## config.mk

```make
export PLATFORM = sky130hd
export DESIGN_NAME = dilated_conv_branch_predictor
export DESIGN_NICKNAME = d
export VERILOG_FILES = /design/src/dcbp_pkg.sv /design/src/dcbp_alu.sv /design/src/dcbp_ctrl.sv /design/src/dilated_conv_branch_predictor.sv
export SDC_FILE = /design/constraint.sdc
export NUM_CORES = 1
export LEC_CHECK = 0
export BUFFER_PORTS_ARGS = -buffer_cell sky130_fd_sc_hd__buf_4
export CELL_PAD_IN_SITES_DETAIL_PLACEMENT = 1
export CELL_PAD_IN_SITES_GLOBAL_PLACEMENT = 2
export CORE_UTILIZATION = 45
export CTS_BUF_LIST = sky130_fd_sc_hd__clkbuf_4
export CTS_CLUSTER_SIZE = 30
export DETAILED_ROUTE_END_ITERATION = 7
export HOLD_SLACK_MARGIN = 0.15
export PLACE_DENSITY_LB_ADDON = 0.08
export SETUP_SLACK_MARGIN = 0.05
export SLEW_MARGIN = 20
export SYNTH_ARGS = -nofsm -noshare
export SYNTH_HDL_FRONTEND = slang
export SYNTH_SLANG_ARGS = --single-unit
```

## constraint.sdc

```tcl
create_clock -name aclk -period 14.2 [get_ports aclk]
set_input_delay 1.42 -clock aclk [delete_from_list [all_inputs] [get_ports aclk]]
set_output_delay 1.42 -clock aclk [all_outputs]
set_load 0.01 [all_outputs]
```

## src/dcbp_pkg.sv

```systemverilog
package dcbp_pkg;

    // Network shape and history length.
    localparam int LAYERS       = 4;
    localparam int TAPS         = 8;
    localparam int HISTORY_BITS = 64;

    // Stored weights are signed and held within these bounds.
    localparam int WEIGHT_W   = 8;
    localparam int WEIGHT_MAX = 127;
    localparam int WEIGHT_MIN = -128;

    // Configuration registers.
    localparam int DIL_REGS   = 4;
    localparam int DIL_W      = 2;
    localparam int DILATION_W = 6;
    localparam int THRESH_W   = 20;
    localparam int CFG_IDX_W  = 3;
    localparam int CFG_DATA_W = 20;

    // Result confidence field.
    localparam int CONF_W   = 20;
    localparam int CONF_MAX = (1 << CONF_W) - 1;

    // Derived counter and index widths.
    localparam int LAYER_W    = (LAYERS > 1) ? $clog2(LAYERS) : 1;
    localparam int TAP_W      = (TAPS > 1) ? $clog2(TAPS) : 1;
    localparam int HIST_IDX_W = $clog2(HISTORY_BITS);
    localparam int TAP_IDX_W  = TAP_W + DILATION_W;

    // Derived arithmetic widths: layer sum, clipped layer output, output
    // product and the running accumulator of the shared adder.
    localparam int LSUM_W = WEIGHT_W + $clog2(TAPS + 1) + 1;
    localparam int OUTS_W = LSUM_W - 1;
    localparam int PROD_W = WEIGHT_W + OUTS_W + 1;
    localparam int ACC_W  = PROD_W + $clog2(LAYERS + 1) + 1;

    typedef logic signed [WEIGHT_W-1:0] weight_t;
    typedef logic signed [ACC_W-1:0]    acc_t;
    typedef logic [OUTS_W-1:0]          outs_t;

    // Configuration register indexes.
    typedef enum logic [CFG_IDX_W-1:0] {
        CFG_THRESHOLD  = 3'd0,
        CFG_DIL_LAYER0 = 3'd1,
        CFG_DIL_LAYER1 = 3'd2,
        CFG_DIL_LAYER2 = 3'd3,
        CFG_DIL_LAYER3 = 3'd4
    } cfg_reg_t;

    // Sequencer states.
    typedef enum logic [3:0] {
        ST_IDLE,
        ST_EVAL_TAP,
        ST_EVAL_MAC,
        ST_MAG,
        ST_DECIDE,
        ST_TRAIN_BIAS,
        ST_TRAIN_TAP,
        ST_TRAIN_OW,
        ST_TRAIN_OB,
        ST_RESP
    } state_t;

    // Sequencer to datapath.
    typedef struct packed {
        state_t             state;
        logic [LAYER_W-1:0] layer;
        logic [TAP_W-1:0]   tap;
        logic               first_tap;
        logic               first_layer;
        logic               load_out;
    } ctrl_t;

    // Datapath to sequencer.
    typedef struct packed {
        logic train;
        logic out_free;
    } stat_t;

endpackage

```

## src/dcbp_alu.sv

```systemverilog
module dcbp_alu (
    input  dcbp_pkg::acc_t    a,
    input  dcbp_pkg::acc_t    b,
    input  logic              neg,
    output dcbp_pkg::acc_t    sum,
    output dcbp_pkg::weight_t sat
);

    // One adder: a plus b, or a minus b through inversion and carry in.
    always_comb begin
        sum = a + (b ^ {dcbp_pkg::ACC_W{neg}}) + dcbp_pkg::acc_t'(neg);
    end

    // Clamp the sum into the weight range for training writes.
    always_comb begin
        if (sum > dcbp_pkg::acc_t'(dcbp_pkg::WEIGHT_MAX)) begin
            sat = dcbp_pkg::weight_t'(dcbp_pkg::WEIGHT_MAX);
        end else if (sum < dcbp_pkg::acc_t'(dcbp_pkg::WEIGHT_MIN)) begin
            sat = dcbp_pkg::weight_t'(dcbp_pkg::WEIGHT_MIN);
        end else begin
            sat = sum[dcbp_pkg::WEIGHT_W-1:0];
        end
    end

endmodule

```

## src/dcbp_ctrl.sv

```systemverilog
module dcbp_ctrl (
    input  logic            aclk,
    input  logic            aresetn,
    input  logic            s_valid,
    output logic            s_ready,
    input  dcbp_pkg::stat_t stat,
    output dcbp_pkg::ctrl_t ctrl
);

    dcbp_pkg::state_t                 state_reg, state_next;
    logic [dcbp_pkg::LAYER_W-1:0]     layer_reg, layer_next;
    logic [dcbp_pkg::TAP_W-1:0]       tap_reg, tap_next;
    logic                             last_tap;
    logic                             last_layer;

    assign last_tap   = (tap_reg == dcbp_pkg::TAP_W'(dcbp_pkg::TAPS - 1));
    assign last_layer = (layer_reg == dcbp_pkg::LAYER_W'(dcbp_pkg::LAYERS - 1));

    // State register and loop counters.
    always_ff @(posedge aclk) begin
        if (!aresetn) begin
            state_reg <= dcbp_pkg::ST_IDLE;
            layer_reg <= '0;
            tap_reg   <= '0;
        end else begin
            state_reg <= state_next;
            layer_reg <= layer_next;
            tap_reg   <= tap_next;
        end
    end

    // Next state: evaluate all layers, then train when asked, then respond.
    always_comb begin
        state_next = state_reg;
        unique case (state_reg)
            dcbp_pkg::ST_IDLE: begin
                if (s_valid) state_next = dcbp_pkg::ST_EVAL_TAP;
            end
            dcbp_pkg::ST_EVAL_TAP: begin
                if (last_tap) state_next = dcbp_pkg::ST_EVAL_MAC;
            end
            dcbp_pkg::ST_EVAL_MAC: begin
                state_next = last_layer ? dcbp_pkg::ST_MAG : dcbp_pkg::ST_EVAL_TAP;
            end
            dcbp_pkg::ST_MAG: begin
                state_next = dcbp_pkg::ST_DECIDE;
            end
            dcbp_pkg::ST_DECIDE: begin
                state_next = stat.train ? dcbp_pkg::ST_TRAIN_BIAS : dcbp_pkg::ST_RESP;
            end
            dcbp_pkg::ST_TRAIN_BIAS: begin
                state_next = dcbp_pkg::ST_TRAIN_TAP;
            end
            dcbp_pkg::ST_TRAIN_TAP: begin
                if (last_tap) state_next = dcbp_pkg::ST_TRAIN_OW;
            end
            dcbp_pkg::ST_TRAIN_OW: begin
                state_next = last_layer ? dcbp_pkg::ST_TRAIN_OB : dcbp_pkg::ST_TRAIN_BIAS;
            end
            dcbp_pkg::ST_TRAIN_OB: begin
                state_next = dcbp_pkg::ST_RESP;
            end
            dcbp_pkg::ST_RESP: begin
                if (stat.out_free) state_next = dcbp_pkg::ST_IDLE;
            end
            default: begin
                state_next = dcbp_pkg::ST_IDLE;
            end
        endcase
    end

    // Layer and tap counters walk the weights in the same order in both passes.
    always_comb begin
        layer_next = layer_reg;
        tap_next   = tap_reg;
        case (state_reg) inside
            dcbp_pkg::ST_IDLE: begin
                layer_next = '0;
                tap_next   = '0;
            end
            dcbp_pkg::ST_EVAL_TAP, dcbp_pkg::ST_TRAIN_TAP: begin
                if (!last_tap) tap_next = tap_reg + 1'b1;
            end
            dcbp_pkg::ST_EVAL_MAC, dcbp_pkg::ST_TRAIN_OW: begin
                tap_next   = '0;
                layer_next = last_layer ? '0 : layer_reg + 1'b1;
            end
            dcbp_pkg::ST_TRAIN_BIAS: begin
                tap_next = '0;
            end
            default: begin
            end
        endcase
    end

    // Outputs to the datapath.
    always_comb begin
        s_ready          = (state_reg == dcbp_pkg::ST_IDLE);
        ctrl.state       = state_reg;
        ctrl.layer       = layer_reg;
        ctrl.tap         = tap_reg;
        ctrl.first_tap   = (tap_reg == '0);
        ctrl.first_layer = (layer_reg == '0);
        ctrl.load_out    = (state_reg == dcbp_pkg::ST_RESP) && stat.out_free;
    end

endmodule

```

## src/dilated_conv_branch_predictor.sv

```systemverilog
// Channel   Direction  Handshake          Payload
// s_        in         s_valid/s_ready    s_op, s_taken
// m_        out        m_valid/m_ready    m_predicted_taken, m_confidence, m_trained
// cfg_      in         cfg_wr_en          cfg_index, cfg_wr_data
//
// A predict transaction, or a resolve that does not train, runs from acceptance through
// evaluation and the response state; a training resolve also runs the training pass.
// The pace is set by the one shared adder: one tap per cycle over LAYERS*TAPS
// taps plus one multiply-accumulate per layer, then one weight per cycle in training.
// Synchronous active-low reset clears history and weights and restores the
// configuration defaults.
// A result waits in the output register; while it is not taken, the next one holds
// in the response state and no new transaction is accepted.
module dilated_conv_branch_predictor (
    input  logic                                aclk,
    input  logic                                aresetn,
    input  logic                                s_valid,
    output logic                                s_ready,
    input  logic                                s_op,
    input  logic                                s_taken,
    output logic                                m_valid,
    input  logic                                m_ready,
    output logic                                m_predicted_taken,
    output logic [dcbp_pkg::CONF_W-1:0]         m_confidence,
    output logic                                m_trained,
    input  logic                                cfg_wr_en,
    input  logic [dcbp_pkg::CFG_IDX_W-1:0]      cfg_index,
    input  logic [dcbp_pkg::CFG_DATA_W-1:0]     cfg_wr_data
);

    dcbp_pkg::ctrl_t ctrl;
    dcbp_pkg::stat_t stat;

    // Configuration.
    logic [dcbp_pkg::THRESH_W-1:0]   thr_reg;
    logic [dcbp_pkg::DILATION_W-1:0] dil_reg [dcbp_pkg::DIL_REGS];

    // Predictor state.
    logic [dcbp_pkg::HISTORY_BITS-1:0] hist_reg;
    dcbp_pkg::weight_t tw_reg [dcbp_pkg::LAYERS][dcbp_pkg::TAPS];
    dcbp_pkg::weight_t lb_reg [dcbp_pkg::LAYERS];
    dcbp_pkg::weight_t ow_reg [dcbp_pkg::LAYERS];
    dcbp_pkg::weight_t ob_reg;

    // Per-transaction working registers.
    logic                          op_reg;
    logic                          taken_reg;
    logic                          trained_reg;
    dcbp_pkg::acc_t                acc_reg;
    dcbp_pkg::acc_t                total_reg;
    dcbp_pkg::outs_t               outs_reg [dcbp_pkg::LAYERS];
    logic [dcbp_pkg::ACC_W-1:0]    mag_reg;

    // Output register.
    logic                          m_valid_reg;
    logic                          m_pred_reg;
    logic [dcbp_pkg::CONF_W-1:0]   m_conf_reg;
    logic                          m_trained_reg;

    // Shared adder operands.
    dcbp_pkg::acc_t    alu_a;
    dcbp_pkg::acc_t    alu_b;
    logic              alu_neg;
    dcbp_pkg::acc_t    alu_sum;
    dcbp_pkg::weight_t alu_sat;

    // Tap selection.
    logic [dcbp_pkg::DILATION_W-1:0] dil_sel;
    logic [dcbp_pkg::TAP_IDX_W-1:0]  tap_idx;
    logic                            tap_skip;
    logic                            hist_bit;
    dcbp_pkg::weight_t               tap_w;
    logic signed [dcbp_pkg::PROD_W-1:0] prod;
    logic                            total_neg;

    dcbp_ctrl u_ctrl (
        .aclk    (aclk),
        .aresetn (aresetn),
        .s_valid (s_valid),
        .s_ready (s_ready),
        .stat    (stat),
        .ctrl    (ctrl)
    );

    dcbp_alu u_alu (
        .a   (alu_a),
        .b   (alu_b),
        .neg (alu_neg),
        .sum (alu_sum),
        .sat (alu_sat)
    );

    // History index of the current tap; taps past the history are skipped.
    assign dil_sel  = dil_reg[dcbp_pkg::DIL_W'(ctrl.layer % dcbp_pkg::DIL_REGS)];
    assign tap_idx  = dcbp_pkg::TAP_IDX_W'(ctrl.tap) * dcbp_pkg::TAP_IDX_W'(dil_sel);
    assign tap_skip = (tap_idx >= dcbp_pkg::TAP_IDX_W'(dcbp_pkg::HISTORY_BITS));
    assign hist_bit = hist_reg[tap_idx[dcbp_pkg::HIST_IDX_W-1:0]];
    assign tap_w    = tw_reg[ctrl.layer][ctrl.tap];

    // Output weight times clipped layer output.
    assign prod      = ow_reg[ctrl.layer] * $signed({1'b0, outs_reg[ctrl.layer]});
    assign total_neg = total_reg[dcbp_pkg::ACC_W-1];

    // Operand selection for the shared adder.
    always_comb begin
        alu_a   = '0;
        alu_b   = '0;
        alu_neg = 1'b0;
        case (ctrl.state)
            dcbp_pkg::ST_EVAL_TAP: begin
                alu_a   = ctrl.first_tap ? dcbp_pkg::acc_t'(lb_reg[ctrl.layer]) : acc_reg;
                alu_b   = tap_skip ? '0 : dcbp_pkg::acc_t'(tap_w);
                alu_neg = !hist_bit;
            end
            dcbp_pkg::ST_EVAL_MAC: begin
                alu_a   = ctrl.first_layer ? dcbp_pkg::acc_t'(ob_reg) : total_reg;
                alu_b   = dcbp_pkg::acc_t'(prod);
            end
            dcbp_pkg::ST_MAG: begin
                alu_b   = total_reg;
                alu_neg = 1'b1;
            end
            dcbp_pkg::ST_TRAIN_BIAS: begin
                alu_a   = dcbp_pkg::acc_t'(lb_reg[ctrl.layer]);
                alu_b   = dcbp_pkg::acc_t'(1);
                alu_neg = !taken_reg;
            end
            dcbp_pkg::ST_TRAIN_TAP: begin
                alu_a   = dcbp_pkg::acc_t'(tap_w);
                alu_b   = tap_skip ? '0 : dcbp_pkg::acc_t'(1);
                alu_neg = (taken_reg != hist_bit);
            end
            dcbp_pkg::ST_TRAIN_OW: begin
                alu_a   = dcbp_pkg::acc_t'(ow_reg[ctrl.layer]);
                alu_b   = dcbp_pkg::acc_t'({1'b0, outs_reg[ctrl.layer]});
                alu_neg = !taken_reg;
            end
            dcbp_pkg::ST_TRAIN_OB: begin
                alu_a   = dcbp_pkg::acc_t'(ob_reg);
                alu_b   = dcbp_pkg::acc_t'(1);
                alu_neg = !taken_reg;
            end
            default: begin
            end
        endcase
    end

    // Training decision and output-register availability.
    always_comb begin
        stat.train = op_reg &&
                     ((!total_neg != taken_reg) ||
                      (mag_reg < dcbp_pkg::ACC_W'(thr_reg)));
        stat.out_free = !m_valid_reg || m_ready;
    end

    // Configuration writes; indexes past the list are ignored.
    always_ff @(posedge aclk) begin
        if (!aresetn) begin
            thr_reg    <= dcbp_pkg::THRESH_W'(32);
            dil_reg[0] <= dcbp_pkg::DILATION_W'(1);
            dil_reg[1] <= dcbp_pkg::DILATION_W'(2);
            dil_reg[2] <= dcbp_pkg::DILATION_W'(4);
            dil_reg[3] <= dcbp_pkg::DILATION_W'(8);
        end else if (cfg_wr_en) begin
            unique case (cfg_index) inside
                dcbp_pkg::CFG_THRESHOLD: begin
                    thr_reg <= cfg_wr_data[dcbp_pkg::THRESH_W-1:0];
                end
                dcbp_pkg::CFG_DIL_LAYER0, dcbp_pkg::CFG_DIL_LAYER1,
                dcbp_pkg::CFG_DIL_LAYER2, dcbp_pkg::CFG_DIL_LAYER3: begin
                    dil_reg[dcbp_pkg::DIL_W'(cfg_index - dcbp_pkg::CFG_DIL_LAYER0)] <=
                        cfg_wr_data[dcbp_pkg::DILATION_W-1:0];
                end
                default: begin
                end
            endcase
        end
    end

    // Weight updates, one weight per training cycle, saturated by the adder.
    always_ff @(posedge aclk) begin
        if (!aresetn) begin
            for (int l = 0; l < dcbp_pkg::LAYERS; l++) begin
                for (int k = 0; k < dcbp_pkg::TAPS; k++) begin
                    tw_reg[l][k] <= '0;
                end
                lb_reg[l] <= '0;
                ow_reg[l] <= '0;
            end
            ob_reg <= '0;
        end else begin
            case (ctrl.state)
                dcbp_pkg::ST_TRAIN_BIAS: lb_reg[ctrl.layer]          <= alu_sat;
                dcbp_pkg::ST_TRAIN_TAP:  tw_reg[ctrl.layer][ctrl.tap] <= alu_sat;
                dcbp_pkg::ST_TRAIN_OW:   ow_reg[ctrl.layer]          <= alu_sat;
                dcbp_pkg::ST_TRAIN_OB:   ob_reg                      <= alu_sat;
                default: begin
                end
            endcase
        end
    end

    // History shifts in the outcome when a resolve transaction completes.
    always_ff @(posedge aclk) begin
        if (!aresetn) begin
            hist_reg <= '0;
        end else if (ctrl.load_out && op_reg) begin
            hist_reg <= {hist_reg[dcbp_pkg::HISTORY_BITS-2:0], taken_reg};
        end
    end

    // Transaction fields are captured on acceptance; the training flag in the decide state.
    always_ff @(posedge aclk) begin
        if (!aresetn) begin
            op_reg      <= 1'b0;
            taken_reg   <= 1'b0;
            trained_reg <= 1'b0;
        end else begin
            if (s_valid && s_ready) begin
                op_reg    <= s_op;
                taken_reg <= s_taken;
            end
            if (ctrl.state == dcbp_pkg::ST_DECIDE) begin
                trained_reg <= stat.train;
            end
        end
    end

    // Evaluation accumulators: layer sums, clipped outputs, total and magnitude.
    always_ff @(posedge aclk) begin
        case (ctrl.state)
            dcbp_pkg::ST_EVAL_TAP: begin
                acc_reg <= alu_sum;
                outs_reg[ctrl.layer] <= alu_sum[dcbp_pkg::ACC_W-1] ?
                                        '0 : alu_sum[dcbp_pkg::OUTS_W-1:0];
            end
            dcbp_pkg::ST_EVAL_MAC: begin
                total_reg <= alu_sum;
            end
            dcbp_pkg::ST_MAG: begin
                mag_reg <= total_neg ? alu_sum : total_reg;
            end
            default: begin
            end
        endcase
    end

    // Output register.
    always_ff @(posedge aclk) begin
        if (!aresetn) begin
            m_valid_reg <= 1'b0;
        end else if (ctrl.load_out) begin
            m_valid_reg <= 1'b1;
        end else if (m_ready) begin
            m_valid_reg <= 1'b0;
        end
    end

    always_ff @(posedge aclk) begin
        if (ctrl.load_out) begin
            m_pred_reg    <= !total_neg;
            m_conf_reg    <= (mag_reg > dcbp_pkg::ACC_W'(dcbp_pkg::CONF_MAX)) ?
                             dcbp_pkg::CONF_W'(dcbp_pkg::CONF_MAX) :
                             mag_reg[dcbp_pkg::CONF_W-1:0];
            m_trained_reg <= trained_reg;
        end
    end

    assign m_valid           = m_valid_reg;
    assign m_predicted_taken = m_pred_reg;
    assign m_confidence      = m_conf_reg;
    assign m_trained         = m_trained_reg;

    // A new transaction is never accepted in the cycle after one was accepted.
    assert property (@(posedge aclk) disable iff (!aresetn)
        s_valid && s_ready |=> !s_ready)
        else $error("input accepted twice in a row");

    // History moves only when a resolve result is loaded.
    assert property (@(posedge aclk) disable iff (!aresetn)
        !(ctrl.load_out && op_reg) |=> $stable(hist_reg))
        else $error("history changed outside a resolve");

    // The output bias changes only in its training step.
    assert property (@(posedge aclk) disable iff (!aresetn)
        ctrl.state != dcbp_pkg::ST_TRAIN_OB |=> $stable(ob_reg))
        else $error("output bias changed outside training");

    // A predict transaction never reports training.
    assert property (@(posedge aclk) disable iff (!aresetn)
        ctrl.load_out && !op_reg |=> m_valid && !m_trained)
        else $error("predict result flagged as trained");

endmodule

```

======== Word level (Yosys, flattened, before mapping) ========
Memories as Yosys holds them, arrays and structs flattened. A register that Yosys moved wholly into a read port is not among the register bits.
Index checks and enable logic that the tools add are counted.
operators by class
  add/subtract/negate cells ............... 5
  $mul .................................... 2
  div/mod/pow operators ................... 0
  $lt $le $gt $ge ......................... 8
  equality and inequality tests ........... 22
  shift-type cells ........................ 0
  muxes and demuxes ....................... 71
  bitwise operators ....................... 4
  reductions and logical operators ........ 31
operators with widths
  kind                    number
  $pmux W25 S6            2
  $mux W64                3
  $mux W25                3
  $reduce_or A64 Y1       1
  $mux W8                 7
  $pmux W4 S10            1
  $mux W2                 16
  $add A25 B1 Y25         1
  $add A25 B25 Y25        1
  $gt A25 B20 Y1 const B  1
  $gt A25 B8 Y1 const B   1
  $lt A25 B20 Y1          1
  $lt A25 B8 Y1 const B   1
  $xor A25 B25 Y25        1
  $bmux W8 S3             1
  $demux W8 S3            1
  $mux W24                1
  $mux W4                 6
  $mux W1                 22
  $mul A8 B13 Y21         1
  $eq A4 B3 Y1 const B    4
  $reduce_or A8 Y1        2
  $mux W12                1
  $mux W3                 4
  other kinds (37)        60
storage, ports and cells
  register bits after elaboration ......... 202
  latch bits .............................. 0
  bits in writable memories ............... 392
  ROM bits ................................ 0
  output and inout bits ................... 24
  word-level logic and storage cells ...... 165
  memories ................................ 5
memories
  name      depth  bits a word  read ports  clocked after Yosys merged registers in  write ports  RTL line                             text
  tw_reg    4      64           1           1                                        4            dilated_conv_branch_predictor.sv:40  dcbp_pkg::weight_t tw_reg [dcbp_pkg::LAYERS][dcbp_pkg::TAPS];
  outs_reg  4      12           1           1                                        1            dilated_conv_branch_predictor.sv:51  dcbp_pkg::outs_t outs_reg [dcbp_pkg::LAYERS];
  lb_reg    4      8            1           1                                        4            dilated_conv_branch_predictor.sv:41  dcbp_pkg::weight_t lb_reg [dcbp_pkg::LAYERS];
  ow_reg    4      8            1           1                                        4            dilated_conv_branch_predictor.sv:42  dcbp_pkg::weight_t ow_reg [dcbp_pkg::LAYERS];
  dil_reg   4      6            1           1                                        4            dilated_conv_branch_predictor.sv:36  logic [dcbp_pkg::DILATION_W-1:0] dil_reg [dcbp_pkg::DIL_REGS];

======== Logic depth before layout (Yosys ltp) ========
  word-level depth ........................ 13
  depth in mapped cells ................... 47
  gate-level depth less buffers ........... 37

======== Modules after synthesis ========
Synthesis repeated with hierarchy kept, for this count alone.
unflattened totals
  cells, all modules ...................... 2744
  area, all modules ....................... 32513.7 um2
modules (own cells, without submodules)
  module                         instances  cells each  area each (um2)  sequential area each (um2)
  dilated_conv_branch_predictor  1          2386        29907.4          16605.9
  dcbp_alu                       1          281         1960.6           0.0
  dcbp_ctrl                      1          77          645.6            180.2

======== Worst setup path before layout ========
OpenSTA, ideal clock, no wires.
  path type ............................... reg2reg
  start point ............................. register with a tool-made name
  end point ............................... memory lb_reg[0][0] in the netlist's numbering (data pin)
  library setup time ...................... 264 ps
  arrival ................................. 10951 ps
  required time ........................... 13936 ps
  slack ................................... 2985 ps
  stages on the path, launching flop included .. 46
  buffers on the path ..................... 10
  period minus slack after synthesis ...... 11215 ps
  path through ............................ dfxtp_1 -> buf_6 -> buf_2 -> buf_2 -> buf_1 -> clkbuf_1 -> buf_1 -> mux4_2 -> clkbuf_1 -> nand2_1 -> fa_1 -> fa_1 -> inv_1 -> fa_1 -> inv_1 -> fa_1 -> inv_1 -> ha_1 -> [... 10 more ...] -> xor2_1 -> ha_1 -> clkbuf_1 -> and3_1 -> a221oi_1 -> o21bai_1 -> a21oi_1 -> o21bai_1 -> a21o_1 -> or3_1 -> o31ai_1 -> o31ai_1 -> nor4_2 -> a31oi_1 -> buf_6 -> a211oi_4 -> buf_6 -> nor2_1
RTL lines
  element        RTL line
  end, declared  dilated_conv_branch_predictor.sv:41

==> metrics <==
final hold vios=0; Final Cell Area=about 35000 um^2; Post-synth ARST share=0%; minimum clock period=roughly 12 ns; vias in the first global route=~24000; Cells after Synth=between 2000 and 3000; library cells used by synthesis=between 80 and 90; Worst Hold Class=reg -> reg; Peak VDD IR=roughly 0.35 mV; max incr delay on CP=roughly 1.1 ns; Clock Pin Slew Worst Setup and Hold Paths=around 0.070 ns; IO Port Bufs=53; Hold Buf Count CTS=0; hold depth=2; post-cts sizing count=0; Slew headroom=25.83%; Initial Util=45.61%; post-synthesis to final-layout area growth=10.31%; Area after DPL=33220 um^2; Residual DRC=0; Comb power frac=around half; Net Sw Frac=a little under half; most frequent cells in the layout=edfxtp_1, nor2_1, nand2_1, clkbuf_4, inv_1; FF+latch count, synth=596; Power Internal=between 4 and 5 mW; dpl cells=about 3600; Routed WL=between 90000 and 100000 um; DIE HEIGHT=between 200 and 300 um; Post-Syn Area=about 32000 um^2; largest net degree at the start of global routing=around 90; Worst path top cell family by delay=compound AO/OA/AOI/OAI gates; clock buffer depth=3; Clk Latency, worst-skew pair=between 1 and 1.5 ns; sum of negative setup slack=0 ns; Cell Pwr Density=222.2 nW/um^2; Die Area=roughly 72000 um^2; final core utilization=about half; Syn Area/Cell=roughly 12 um^2; Primary FF master, synth=edfxtp_1; number of synthesized flops with an enable pin=approximately 490; RSZ-0062 raised after global routing=false; Yosys Warn Count=0; initial antenna violation count=2; Reg2Reg Depth=37; Final Wtd Congestion=around 0.86; TritonCTS clock tree=built; Vias=22297; fill count=7500; pre-CTS setup slack=2.268 ns; DP HPWL=roughly 61000 um; wire per inst=~23 um; Vias/cell=roughly 5.6; Layout Skew=0.1007 ns; setup bufs post-CTS=0; core area=70270 um^2; leading cell type in the layout, fill and taps excluded=edfxtp_1; crit path capture type=register; FP Rows=97; DRT antenna net count=0; DR iter-0 viols=~1700; Tightest Pin Transition=approximately 1.1 ns; I/O Pins=54; layout cell share with drive strength beyond 1=between 15 and 20%; register area share after synthesis=between 50% and 60%; Post-Syn Nets=2979; Critical Path Stages=37; drt first pass iters=8; die width=between 200 and 300 um; clock sink count=a little under 600; Buf/Inv on CP=7; Clock Power Share=between 20% and 30%; clock root buffer=clkbuf_4; Arr. time, crit path=12.70 ns; crit-path max FO=45; H-Tree Depth=4; gr usage total=between 20% and 30%; Num CTS Buffers=roughly 160; sequential power share=29.1%; Max Cap Viol=0; crit path kind=reg -> reg; grt total ovfl=0; startpoint types=register; WP data required=about 15 ns; post-route clock period utilization=a little over four fifths; post-route non-filler standard cell count=3951; worst setup margin=roughly 2.4 ns; final setup fails=0; status=finished clean; Max Freq=roughly 84 MHz; first-pass GRT wire length=about 140000 um; Lkg Pwr=approximately 14 nW; Largest register FFs=256; final slew viol count=0; net switching power=around 3.7 mW; nets=3081; slowest CP cell=xnor3_2; hold path startpoint=hist_reg[38]
## cells by family (layout without fill, tap and decap cells)
| kind of cell | count (synthesis) | after routing | synth area share [%] |
|---|---|---|---|
| muxes | 185 | 185 | 10.51 |
| buffers and inverters | 321 | 558 | 4.337 |
| and+or+nand+nor | 1054 | 1054 | 14.69 |
| other | 0 | 4 | 0 |
| xor gates and xnor gates | 55 | 55 | 1.569 |
| DFF | 596 | 596 | 52.50 |
| adders and majority gates | 179 | 179 | 8.557 |
| AOI/OAI and AO/OA | 380 | 380 | 7.843 |
## layout make-up
cell class | instances | area, um^2 | share of cell area (%)
sequential | 596 | 16830 | 47.61
multi-input combinational | 1853 | 13900 | 39.31
clock buffer | 231 | 1734 | 4.905
tap | 940 | 1176 | 3.327
timing repair buffer | 94 | 705.7 | 1.996
inverter | 163 | 611.8 | 1.731
clock inverter | 70 | 385.4 | 1.090
antenna | 4 | 10.01 | 0.02831
## stage by stage
step	hold slack, ns	power [mW]
4_1_cts	0.4182	7.887
2_1_floorplan	0.4081	5.141
3_5_place_dp	0.4536	6.264
3_3_place_gp	0.4459	6.182
6_report	0.4209	7.854
5_1_grt	0.4732	8.370
## Yosys cell counts (8+ instances only)
cell type | instances | area share, %
a211oi_1 | 8 | 0.19
clkbuf_1 | 99 | 1.2
nand2b_1 | 22 | 0.43
xor2_1 | 18 | 0.49
dfxtp_1 | 107 | 6.7
edfxtp_1 | 489 | 46
inv_1 | 159 | 1.9
a31oi_1 | 11 | 0.21
mux2_2 | 31 | 1.1
nand4_1 | 11 | 0.21
nor2b_1 | 17 | 0.33
and2_1 | 103 | 2.0
and3_1 | 24 | 0.47
xnor2_1 | 35 | 0.96
mux2i_1 | 36 | 1.1
o21ai_0 | 66 | 1.0
buf_1 | 21 | 0.25
fa_1 | 67 | 4.2
o21bai_1 | 12 | 0.28
nand2_1 | 343 | 4.0
nor3_1 | 41 | 0.64
nand3_1 | 45 | 0.70
a21oi_1 | 141 | 2.2
a221oi_1 | 20 | 0.55
buf_2 | 16 | 0.25
nor2_1 | 390 | 4.6
or3_1 | 30 | 0.59
a21o_1 | 36 | 0.84
mux4_2 | 118 | 8.3
or2_2 | 8 | 0.16
ha_1 | 112 | 4.4
buf_6 | 22 | 0.77
o21a_1 | 8 | 0.19
## worst register-to-register path: cells and delay by family, from the launching register on
family | cells | cell delay [ns]
xor+xnor | 3 | 1.44
flops | 1 | 0.91
fa+ha+maj | 7 | 2.45
buf+inv | 7 | 1.31
simple gates | 7 | 2.28
compound gates | 12 | 2.58
mux | 1 | 0.71
## power by group through the flow
| stage | clock network, mW | registers (mW) | logic, mW |
|---|---|---|---|
| final | 1.58 | 2.28 | 3.99 |
| after global routing | 1.71 | 2.30 | 4.36 |
| after CTS | 1.63 | 2.28 | 3.98 |
| after detailed placement | 0 | 2.32 | 3.94 |
| after global placement | 0 | 2.31 | 3.87 |
| after floorplan | 0 | 2.28 | 2.86 |
## worst paths after layout
| path | end | slack, ns |
|---|---|---|
| max | tw_reg[3][56] | 2.35 |
| min | hist_reg[39] | 0.42 |
| max reg2reg | tw_reg[3][56] | 2.35 |
| min reg2reg | hist_reg[39] | 0.42 |
## layer usage
layer,wire length (um),part of all wire [%],vias up,GRT usage [%]
met5,0,0,-,0
met4,2016,2.2,0,8.446
met3,5854,6.4,131,5.772
met2,42310,47,604,40.71
met1,40620,45,11372,35.35
li1,-,-,10190,-
Note: power is estimated with default switching activity, not from simulation.
